File: src/hw/rtl/wsc_pkg.sv
// wsc_pkg: shared types and constants of the wiper sweep controller
// word layouts, mode and delay codes, register indexes and reset values
// depends on nothing
package wsc_pkg;

    typedef struct packed {
        logic [15:0] mode_reading;
        logic [15:0] delay_reading;
        logic        engine_running;
        logic [9:0]  elapsed_ms;
    } t_in_word;

    typedef struct packed {
        logic [15:0] duty;
        logic [14:0] sweep_angle;
        logic [1:0]  cycle_phase;
        logic [1:0]  running_mode;
        logic [1:0]  wanted_mode;
        logic [1:0]  delay_choice;
    } t_out_word;

    // load strobes of the two duty scaling stages
    typedef struct packed {
        logic ld_est;
        logic ld_out;
    } t_duty_ctl;

    // mode codes
    localparam logic [1:0] MD_OFF  = 2'd0;
    localparam logic [1:0] MD_HIGH = 2'd1;
    localparam logic [1:0] MD_LOW  = 2'd2;
    localparam logic [1:0] MD_INT  = 2'd3;

    // delay choice codes
    localparam logic [1:0] DLY_SHORT  = 2'd0;
    localparam logic [1:0] DLY_MEDIUM = 2'd1;
    localparam logic [1:0] DLY_LONG   = 2'd2;

    // delay knob thresholds: first readings at or above 0.33 and 0.66 of full scale
    localparam logic [15:0] DLY_T1 = 16'd21627;
    localparam logic [15:0] DLY_T2 = 16'd43254;

    // register indexes
    localparam logic [2:0] CFG_OFF_THR  = 3'd0;
    localparam logic [2:0] CFG_HIGH_THR = 3'd1;
    localparam logic [2:0] CFG_LOW_THR  = 3'd2;
    localparam logic [2:0] CFG_FAST_SPD = 3'd3;
    localparam logic [2:0] CFG_SLOW_SPD = 3'd4;
    localparam logic [2:0] CFG_SHORT_DLY = 3'd5;
    localparam logic [2:0] CFG_MED_DLY  = 3'd6;
    localparam logic [2:0] CFG_LONG_DLY = 3'd7;

    // register reset values
    localparam logic [15:0] RST_OFF_THR   = 16'd16384;
    localparam logic [15:0] RST_HIGH_THR  = 16'd32768;
    localparam logic [15:0] RST_LOW_THR   = 16'd49152;
    localparam logic [11:0] RST_FAST_SPD  = 12'd64;
    localparam logic [11:0] RST_SLOW_SPD  = 12'd32;
    localparam logic [15:0] RST_SHORT_DLY = 16'd3000;
    localparam logic [15:0] RST_MED_DLY   = 16'd6000;
    localparam logic [15:0] RST_LONG_DLY  = 16'd8000;

    // pause timer ceiling
    localparam logic [16:0] PAUSE_MAX = 17'h1FFFF;

    // fraction bits of the duty reciprocal
    localparam int unsigned DUTY_K = 16;

endpackage

File: src/hw/rtl/wsc_duty.sv
// wsc_duty: two-stage scaling of the wiper angle to servo duty
// duty = floor(angle * 65535 / max angle), reciprocal estimate then remainder fix
// depends on wsc_pkg
module wsc_duty
    import wsc_pkg::*;
#(
    parameter int unsigned MAX_ANGLE_Q8 = 23040
) (
    input  logic                                i_clk,
    input  t_duty_ctl                           i_ctl,
    input  logic [$clog2(MAX_ANGLE_Q8+1)-1:0]   i_angle,
    output logic [15:0]                         o_duty
);

    localparam int unsigned AW = $clog2(MAX_ANGLE_Q8 + 1);
    localparam longint unsigned RECIP = (64'd65535 << DUTY_K) / MAX_ANGLE_Q8;
    localparam int unsigned RW = $clog2(RECIP + 1);
    localparam int unsigned PW = AW + RW;
    localparam int unsigned YW = AW + 16;
    localparam logic [RW-1:0] RECIP_C = RW'(RECIP);
    localparam logic [YW-1:0] MAX_Y = YW'(MAX_ANGLE_Q8);

    logic [PW-1:0] w_prod;
    logic [15:0]   w_est;
    logic [YW-1:0] w_y;
    logic [YW-1:0] w_qm;
    logic [YW-1:0] w_rem;

    logic [15:0]   r_est;
    logic [YW-1:0] r_y;
    logic [15:0]   r_duty;

    // estimate is the true quotient or one below it
    assign w_prod = PW'(i_angle) * PW'(RECIP_C);
    assign w_est  = 16'(w_prod >> DUTY_K);
    assign w_y    = {i_angle, 16'b0} - YW'(i_angle);

    assign w_qm  = YW'(r_est) * MAX_Y;
    assign w_rem = r_y - w_qm;

    always_ff @(posedge i_clk) begin
        if (i_ctl.ld_est) begin
            r_est <= w_est;
            r_y   <= w_y;
        end
        if (i_ctl.ld_out) begin
            r_duty <= (w_rem >= MAX_Y) ? r_est + 16'd1 : r_est;
        end
    end

    assign o_duty = r_duty;

endmodule

File: src/hw/rtl/wiper_sweep_controller.sv
// wiper_sweep_controller: a word accepted into the input register passes the state
//   update, duty estimate and duty fix registers before it is shown on o_data
// throughput one word per cycle unless the output stalls: four register stages
//   (input, state update, duty estimate, duty fix) advance under a ready chain
// reset (i_rst_n low, synchronous): idle, mode off, angle and pause timer zero,
//   registers back to their defaults, pipeline empty
// depends on wsc_pkg and wsc_duty
module wiper_sweep_controller
    import wsc_pkg::*;
#(
    parameter int unsigned MAX_ANGLE_Q8 = 23040
) (
    input  logic        i_clk,
    input  logic        i_rst_n,
    // item channel
    input  logic        i_valid,
    output logic        o_ready,
    input  t_in_word    i_data,
    // result channel
    output logic        o_valid,
    input  logic        i_ready,
    output t_out_word   o_data,
    // register write channel
    input  logic        i_cfg_valid,
    output logic        o_cfg_ready,
    input  logic [2:0]  i_cfg_index,
    input  logic [15:0] i_cfg_data
);

    localparam int unsigned AW    = $clog2(MAX_ANGLE_Q8 + 1);
    localparam int unsigned STEPW = 22;
    localparam int unsigned SUMW  = ((AW > STEPW) ? AW : STEPW) + 1;
    localparam logic [AW-1:0] MAX_A = AW'(MAX_ANGLE_Q8);

    typedef enum logic [1:0] {
        PH_IDLE  = 2'd0,
        PH_UP    = 2'd1,
        PH_DOWN  = 2'd2,
        PH_PAUSE = 2'd3
    } t_phase;

    // configuration registers
    logic [15:0] r_off_thr, r_high_thr, r_low_thr;
    logic [11:0] r_fast_spd, r_slow_spd;
    logic [15:0] r_short_dly, r_med_dly, r_long_dly;

    // sweep state
    t_phase      r_phase, n_phase;
    logic [1:0]  r_mode, n_mode;
    logic [AW-1:0] r_angle, n_angle;
    logic [16:0] r_pause_el, n_pause_el;
    logic [15:0] r_pause_len, n_pause_len;

    // pipeline
    logic        r_v1, r_v2, r_v3, r_v4;
    t_in_word    r_in;
    logic [AW-1:0] r2_angle;
    t_out_word   r2_word, r3_word, r4_word;
    t_out_word   n_word;

    logic        w_rdy2, w_rdy3, w_rdy4;
    logic        w_adv12, w_adv23, w_adv34;
    t_duty_ctl   w_duty_ctl;
    logic [15:0] w_duty;

    // decode and step helpers
    logic [1:0]       w_wanted, w_dchoice;
    logic [15:0]      w_dlen;
    logic [11:0]      w_speed;
    logic [STEPW-1:0] w_step;
    logic [SUMW-1:0]  w_sum;
    logic [17:0]      w_pe_sum;

    //------------------------------------------------------------------
    // handshake chain: a stage takes a word when it is empty or drains
    //------------------------------------------------------------------
    assign w_rdy4  = !r_v4 || i_ready;
    assign w_rdy3  = !r_v3 || w_rdy4;
    assign w_rdy2  = !r_v2 || w_rdy3;
    assign o_ready = !r_v1 || w_rdy2;

    assign w_adv12 = r_v1 && w_rdy2;
    assign w_adv23 = r_v2 && w_rdy3;
    assign w_adv34 = r_v3 && w_rdy4;

    assign o_valid     = r_v4;
    assign o_cfg_ready = 1'b1;

    always_ff @(posedge i_clk) begin
        if (!i_rst_n) begin
            r_v1 <= 1'b0;
            r_v2 <= 1'b0;
            r_v3 <= 1'b0;
            r_v4 <= 1'b0;
        end else begin
            if (o_ready) r_v1 <= i_valid;
            if (w_rdy2)  r_v2 <= r_v1;
            if (w_rdy3)  r_v3 <= r_v2;
            if (w_rdy4)  r_v4 <= r_v3;
        end
    end

    // input register, no reset on payload
    always_ff @(posedge i_clk) begin
        if (i_valid && o_ready) begin
            r_in <= i_data;
        end
    end

    //------------------------------------------------------------------
    // register writes
    //------------------------------------------------------------------
    always_ff @(posedge i_clk) begin
        if (!i_rst_n) begin
            r_off_thr   <= RST_OFF_THR;
            r_high_thr  <= RST_HIGH_THR;
            r_low_thr   <= RST_LOW_THR;
            r_fast_spd  <= RST_FAST_SPD;
            r_slow_spd  <= RST_SLOW_SPD;
            r_short_dly <= RST_SHORT_DLY;
            r_med_dly   <= RST_MED_DLY;
            r_long_dly  <= RST_LONG_DLY;
        end else if (i_cfg_valid) begin
            case (i_cfg_index)
                CFG_OFF_THR:   r_off_thr   <= i_cfg_data;
                CFG_HIGH_THR:  r_high_thr  <= i_cfg_data;
                CFG_LOW_THR:   r_low_thr   <= i_cfg_data;
                CFG_FAST_SPD:  r_fast_spd  <= i_cfg_data[11:0];
                CFG_SLOW_SPD:  r_slow_spd  <= i_cfg_data[11:0];
                CFG_SHORT_DLY: r_short_dly <= i_cfg_data;
                CFG_MED_DLY:   r_med_dly   <= i_cfg_data;
                CFG_LONG_DLY:  r_long_dly  <= i_cfg_data;
                default: ;
            endcase
        end
    end

    //------------------------------------------------------------------
    // knob decode: thresholds tested in order, no ordering check
    //------------------------------------------------------------------
    always_comb begin
        if (r_in.mode_reading < r_off_thr)       w_wanted = MD_OFF;
        else if (r_in.mode_reading < r_high_thr) w_wanted = MD_HIGH;
        else if (r_in.mode_reading < r_low_thr)  w_wanted = MD_LOW;
        else                                     w_wanted = MD_INT;

        if (r_in.delay_reading < DLY_T1) begin
            w_dchoice = DLY_SHORT;
            w_dlen    = r_short_dly;
        end else if (r_in.delay_reading < DLY_T2) begin
            w_dchoice = DLY_MEDIUM;
            w_dlen    = r_med_dly;
        end else begin
            w_dchoice = DLY_LONG;
            w_dlen    = r_long_dly;
        end
    end

    //------------------------------------------------------------------
    // sweep cycle next state
    //------------------------------------------------------------------
    always_comb begin
        n_phase     = r_phase;
        n_mode      = r_mode;
        n_angle     = r_angle;
        n_pause_el  = r_pause_el;
        n_pause_len = r_pause_len;

        // off keeps the running mode until the cycle is back in idle
        if (r_in.engine_running) begin
            if (w_wanted != MD_OFF)     n_mode = w_wanted;
            else if (r_phase == PH_IDLE) n_mode = MD_OFF;
        end

        case (n_mode)
            MD_HIGH: w_speed = r_fast_spd;
            MD_OFF:  w_speed = 12'd0;
            default: w_speed = r_slow_spd;
        endcase
        w_step   = STEPW'(w_speed) * STEPW'(r_in.elapsed_ms);
        w_sum    = SUMW'(r_angle) + SUMW'(w_step);
        w_pe_sum = 18'(r_pause_el) + 18'(r_in.elapsed_ms);

        if (!r_in.engine_running) begin
            // dead engine freezes a running cycle, idle parks the wiper
            if (r_phase == PH_IDLE) begin
                n_angle = '0;
                n_mode  = MD_OFF;
            end
        end else begin
            case (r_phase)
                PH_IDLE: begin
                    if (n_mode != MD_OFF) begin
                        n_phase = PH_UP;
                        n_angle = '0;
                    end
                end
                PH_UP: begin
                    if (w_sum >= SUMW'(MAX_A)) begin
                        n_angle = MAX_A;
                        n_phase = PH_DOWN;
                    end else begin
                        n_angle = AW'(w_sum);
                    end
                end
                PH_DOWN: begin
                    if (SUMW'(w_step) >= SUMW'(r_angle)) begin
                        n_angle = '0;
                        if (n_mode == MD_INT) begin
                            n_phase     = PH_PAUSE;
                            n_pause_el  = '0;
                            n_pause_len = w_dlen;
                        end else if (r_in.mode_reading < r_off_thr) begin
                            n_phase = PH_IDLE;
                        end else begin
                            n_phase = PH_UP;
                        end
                    end else begin
                        n_angle = r_angle - AW'(w_step);
                    end
                end
                default: begin
                    // saturating pause timer
                    n_pause_el = w_pe_sum[17] ? PAUSE_MAX : w_pe_sum[16:0];
                    if (n_pause_el >= {1'b0, r_pause_len}) begin
                        if (r_in.mode_reading < r_off_thr) n_phase = PH_IDLE;
                        else                                n_phase = PH_UP;
                    end
                end
            endcase
        end

        n_word              = '0;
        n_word.sweep_angle  = 15'(n_angle);
        n_word.cycle_phase  = n_phase;
        n_word.running_mode = n_mode;
        n_word.wanted_mode  = w_wanted;
        n_word.delay_choice = w_dchoice;
    end

    // state and stage two words move together
    always_ff @(posedge i_clk) begin
        if (!i_rst_n) begin
            r_phase     <= PH_IDLE;
            r_mode      <= MD_OFF;
            r_angle     <= '0;
            r_pause_el  <= '0;
            r_pause_len <= '0;
        end else if (w_adv12) begin
            r_phase     <= n_phase;
            r_mode      <= n_mode;
            r_angle     <= n_angle;
            r_pause_el  <= n_pause_el;
            r_pause_len <= n_pause_len;
        end
    end

    always_ff @(posedge i_clk) begin
        if (w_adv12) begin
            r2_word  <= n_word;
            r2_angle <= n_angle;
        end
        if (w_adv23) r3_word <= r2_word;
        if (w_adv34) r4_word <= r3_word;
    end

    //------------------------------------------------------------------
    // duty scaling alongside stages three and four
    //------------------------------------------------------------------
    assign w_duty_ctl.ld_est = w_adv23;
    assign w_duty_ctl.ld_out = w_adv34;

    wsc_duty #(
        .MAX_ANGLE_Q8 (MAX_ANGLE_Q8)
    ) u_duty (
        .i_clk   (i_clk),
        .i_ctl   (w_duty_ctl),
        .i_angle (r2_angle),
        .o_duty  (w_duty)
    );

    always_comb begin
        o_data      = r4_word;
        o_data.duty = w_duty;
    end

    //------------------------------------------------------------------
    // checks
    //------------------------------------------------------------------
    // angle saturates at the top of the sweep
    a_angle_range: assert property (@(posedge i_clk) disable iff (!i_rst_n)
        r_angle <= MAX_A)
        else $error("wiper angle above maximum");

    // a dead engine in idle parks the wiper
    a_park: assert property (@(posedge i_clk) disable iff (!i_rst_n)
        (w_adv12 && !r_in.engine_running && r_phase == PH_IDLE)
        |=> (r_angle == '0 && r_mode == MD_OFF))
        else $error("idle with engine off did not park");

    // a pause starts only in intermittent mode with a cleared timer
    a_pause_entry: assert property (@(posedge i_clk) disable iff (!i_rst_n)
        $rose(r_phase == PH_PAUSE) |-> (r_mode == MD_INT && r_pause_el == '0))
        else $error("pause entered outside intermittent mode");

endmodule
File: config.mk
export PLATFORM = sky130hd
export DESIGN_NAME = wiper_sweep_controller
export DESIGN_NICKNAME = d
export VERILOG_FILES = /design/src/hw/rtl/wsc_pkg.sv /design/src/hw/rtl/wsc_duty.sv /design/src/hw/rtl/wiper_sweep_controller.sv
export SDC_FILE = /design/constraint.sdc
export NUM_CORES = 1
export LEC_CHECK = 0
export BUFFER_PORTS_ARGS = -buffer_cell sky130_fd_sc_hd__buf_2
export CORE_MARGIN = 1.5
export CORE_UTILIZATION = 56
export DETAILED_ROUTE_END_ITERATION = 7
export PLACE_DENSITY_LB_ADDON = 0.3
export SLEW_MARGIN = 30
export SYNTH_ARGS = -nofsm -noshare
export SYNTH_HDL_FRONTEND = slang
export SYNTH_SLANG_ARGS = --single-unit
export TNS_END_PERCENT = 1
File: constraint.sdc
create_clock -name i_clk -period 18.5 [get_ports i_clk]
set_input_delay 5.55 -clock i_clk [delete_from_list [all_inputs] [get_ports i_clk]]
set_output_delay 5.55 -clock i_clk [all_outputs]
set_load 0.03 [all_outputs]
Word level (Yosys, flattened, before mapping)
Index checks and enable logic that the tools add are counted.
Cells by class
  $add $sub $neg: 6
  $mul: 3
  order comparisons: 9
  eq/ne operators: 13
  muxes and demuxes: 31
  bitwise logic cells: 1
  reduce and logical (&&, ||, !) cells: 28
Operators with widths (count)
  $mux W15: 5
  $mux W17: 3
  $lt A16 B16 Y1: 3
  $mux W16: 3
  $pmux W15 S3: 1
  $pmux W17 S2: 1
  $ge A31 B15 Y1 const B: 1
  $mul A15 B17 Y31 const B: 1
  $sub A31 B15 Y31: 1
  $sub A31 B31 Y31: 1
  $mux W2: 14
  $pmux W12 S2: 1
  $add A15 B22 Y23: 1
  $ge A23 B15 Y1 const B: 1
  $ge A22 B15 Y1: 1
  $mul A12 B10 Y22: 1
  $mul A16 B6 Y22 const B: 1
  $add A17 B10 Y18: 1
  $ge A17 B16 Y1: 1
  $add A16 B1 Y16 const B: 1
  $lt A16 B15 Y1 const B: 1
  $lt A16 B16 Y1 const B: 1
  $reduce_and A2 Y1: 8
  $sub A15 B15 Y15: 1
  other kinds (17): 37
Storage, ports and cells
  flip-flop bits (word level): 351
  input bits: 67
  output and inout port bits: 42
  word-level logic and storage cells: 130

Logic depth before layout (Yosys ltp)
  depth after elaboration: 15
  gate-level depth with buffers: 42
  depth with buffers taken out: 39

Cells and area by module
Synthesis repeated with hierarchy kept, for this count alone.
Unflattened totals
  cells, all modules: 3098
  area total of the unflattened synthesis: 28428.5 sq um
Modules (own cells, without submodules)
  wiper_sweep_controller: instances 1, cells an instance 2142, area an instance 19074.5 sq um, seq. area each 6886.6 sq um
  wsc_duty: instances 1, cells an instance 956, area an instance 9354.0 sq um, seq. area each 1621.6 sq um

Worst setup path after synthesis
Ideal clock, no wire load.
  kind: input port to output port
  from: in i_ready
  to: out o_ready
  arrival: 6.263 ns
  required time: 12.950 ns
  setup slack: 6.687 ns
  stages on the path: 3
  path buffers: 0
  path through: nor2b_1 > and2_0 > nand3_1
On the way
  word-level cells in the longest chain between the ends: 4
Ends and longest elaborated chain
  start: declaration: RTL line wiper_sweep_controller.sv:21  | input logic i_ready,
  $logic_or A1 B1 Y1: RTL line wiper_sweep_controller.sv:77  | assign w_rdy4 = !r_v4 || i_ready;
  $logic_or A1 B1 Y1: RTL line wiper_sweep_controller.sv:78  | assign w_rdy3 = !r_v3 || w_rdy4;
  $logic_or A1 B1 Y1: RTL line wiper_sweep_controller.sv:79  | assign w_rdy2 = !r_v2 || w_rdy3;
  $logic_or A1 B1 Y1: RTL line wiper_sweep_controller.sv:80  | assign o_ready = !r_v1 || w_rdy2;
  end: declaration: RTL line wiper_sweep_controller.sv:17  | output logic o_ready,
Every way passes these cells.

Worst setup path after layout
Same ends and word-level chain as after synthesis.

==> flow_summary.json <==
{
  "cts.sinks": 342,
  "crit_path_max_fanout": 6,
  "hpwl_microns": 52900,
  "syn-cell-area_sq_um": 28200,
  "yosysUniqueCellTypes": 78,
  "cp_cell_sequence": "buf_2 > nor2b_1 > and2_0 > nand3_1 > buf_2",
  "synth_warnings": 0,
  "ys_seq_area_frac": 0.302,
  "synth_ff_type": "dfxtp_1",
  "synth_fp_nets": 3661,
  "drt_first_iter_violations": 1479,
  "place_ws_ns": 6.24,
  "worstMarginPinSlew_ns": 1.02,
  "hold_viol": 0,
  "crit_type": "input port to output pin",
  "root_buffer": "clkbuf_16",
  "period_share": 0.665,
  "grt_pass1_vias": 22367,
  "slowest_stage": "and2_0",
  "cts.hold.buffers_added": 0,
  "std_cell_rows": 82,
  "post_cts_resize_count": 0,
  "port-buffer-count": 107,
  "globalRoute.totalOverflow": 0,
  "startpoint_type": "input port",
  "antenna_cells": 0,
  "min_path_type": "flop to flop",
  "fin_nets": 3710,
  "die_height_microns": 227,
  "setup_viol": 0,
  "slew_violations": 0,
  "rsz0062_at_grt": "false",
  "setup_slack_ns": 6.20,
  "ir_drop_mv": 0.262,
  "drive_gt1_frac": 0.0696,
  "clk_pin_slew_worst_paths_ns": 0.06,
  "routabilityCongestion": 0.951,
  "dpl_cell_area_sq_um": 29300,
  "tritoncts": "done",
  "area_growth_pct": 7.92,
  "drt-wirelength-per-cell_microns": 18.1,
  "clock_path_buffers": 3,
  "cts_buffers": 36,
  "crit_path_frequent_cell": "buf_2",
  "syn_avg_cell_area_sq_um": 9.22,
  "die_w_microns": 227,
  "async_flop_share": 0,
  "leakage_uw": 0.0139,
  "synth-edff-count": 166,
  "slowest_delay_ns": 0.47,
  "p_total_uw": 5530,
  "totalWireLength_microns": 68700,
  "grtUsageTotal": 0.271,
  "tns_ns": 0,
  "postSynthCellCount": 3054,
  "fin_area_sq_um": 30400,
  "synth.top_cells.by_count": "458 x nand2_1, 373 x ha_1, 370 x inv_1, 176 x dfxtp_1, 167 x fa_1",
  "insertion_delay_ns": 0.54,
  "drv_cap": 0,
  "fillCellCount": 4200,
  "rrSetupSlack_ns": 7.09,
  "dieArea_sq_um": 51600,
  "max_slew_margin": 0.323,
  "synthTopCellsByArea": "edfxtp_1 18%, ha_1 17%, dfxtp_1 13%",
  "synth_most_common_cell": "nand2_1",
  "viasPerCell": 5.82,
  "netlist.area_leader.share": 0.177,
  "antenna_found_initial": 0,
  "start_util": 0.565,
  "cp.arrival_ns": 6.75,
  "cp-end-kind": "output pin",
  "crit_required_ns": 12.95,
  "io_pins": 109,
  "max_freq_mhz": 81.3,
  "cts_setup_buffers": 0,
  "core_area_sq_um": 49900,
  "clock_skew_ns": 0.0191,
  "cts_max_level": 2,
  "grt_max_degree": 114,
  "ys_seq_elements": 342,
  "grt_pass1_wl_microns": 112000,
  "period_needed_ns": 12.30,
  "drc": 0,
  "synth.largest_area_cell": "edfxtp_1",
  "status": "finished, final reports clean",
  "firstDrtPassIters": 8,
  "power.density_nw_per_um2": 182,
  "num_vias": 22120,
  "ant_nets": 0
}
[per-stage QoR]
stage          std cells   util  hold slack, ns
2_1_floorplan       3054      -           0.400
3_3_place_gp        3735  0.586           0.401
3_5_place_dp        3737  0.587           0.405
4_1_cts             3802  0.610           0.421
5_1_grt             3802  0.610           0.423
6_report            3802  0.610           0.415
[state kept, by name, summed over array words and instances, names as in the netlist, 17 cells and up]
name and cells:
r_in 43, u_duty.r_y 22, r3_word 23, o_data 23, r2_word 23, r_pause_el 17
[final timing paths]
kind,end,cells past startpoint,from
worst min-delay path,o_data[5],0,r3_word[5]
worst min register to register,o_data[5],0,r3_word[5]
worst max-delay path,o_ready,5,i_ready
worst max register to register,r_pause_el[12],34,r_in[33]
[cell usage in the layout (no fill, tap or decap), types with 37 or more instances in the layout]
cell,count
a21boi_0,105
a21o_1,58
a21oi_1,111
and2_1,88
buf_2,106
clkbuf_16,38
dfxtp_1,176
edfxtp_1,166
fa_1,167
ha_1,373
inv_1,370
nand2_1,458
nand3_1,103
nor2_1,101
nor3_1,37
o21ai_0,81
xnor2_1,74
xor2_1,39
[cell families (layout without fill, tap and decap cells)]
kind of cell    after synthesis  count (layout)  synth area share
buf+inv                     480             556            0.0656
other cells                   1               1          0.000133
xor+xnor                    113             113            0.0351
mux                           6               6           0.00222
simple gates                973             973             0.163
fa+ha+maj                   540             540             0.284
flops                       342             342             0.302
compound gates              599             599             0.147
[cell type report]
| cell class | instances | area, sq um | share of cell area |
|---|---|---|---|
| multi-input combinational | 2232 | 17900 | 0.588 |
| tap | 672 | 841 | 0.0277 |
| timing repair buffer | 119 | 652 | 0.0214 |
| clock inverter | 15 | 118 | 0.00387 |
| sequential | 342 | 8510 | 0.280 |
| clock buffer | 50 | 1020 | 0.0334 |
| inverter | 372 | 1400 | 0.0459 |
[worst max-delay path: cells and delay by family]
family        cells  cell delay [ns]
buf+inv           2             0.30
simple gates      3             0.89
[power by group]
group          internal (uW)  switching (uW)
combinational           1630            2290
sequential               862            57.9
clock                    400             297
[layer usage]
| layer | vias to the layer above | track usage | share of wire |
|---|---|---|---|
| met2 | 754 | 0.482 | 0.50 |
| li1 | 10534 | - | - |
| met4 | 0 | 0.108 | 0.041 |
| met5 | - | 0 | 0 |
| met1 | 10665 | 0.335 | 0.41 |
| met3 | 167 | 0.0333 | 0.054 |
Note: power is estimated with default switching activity, not from simulation.
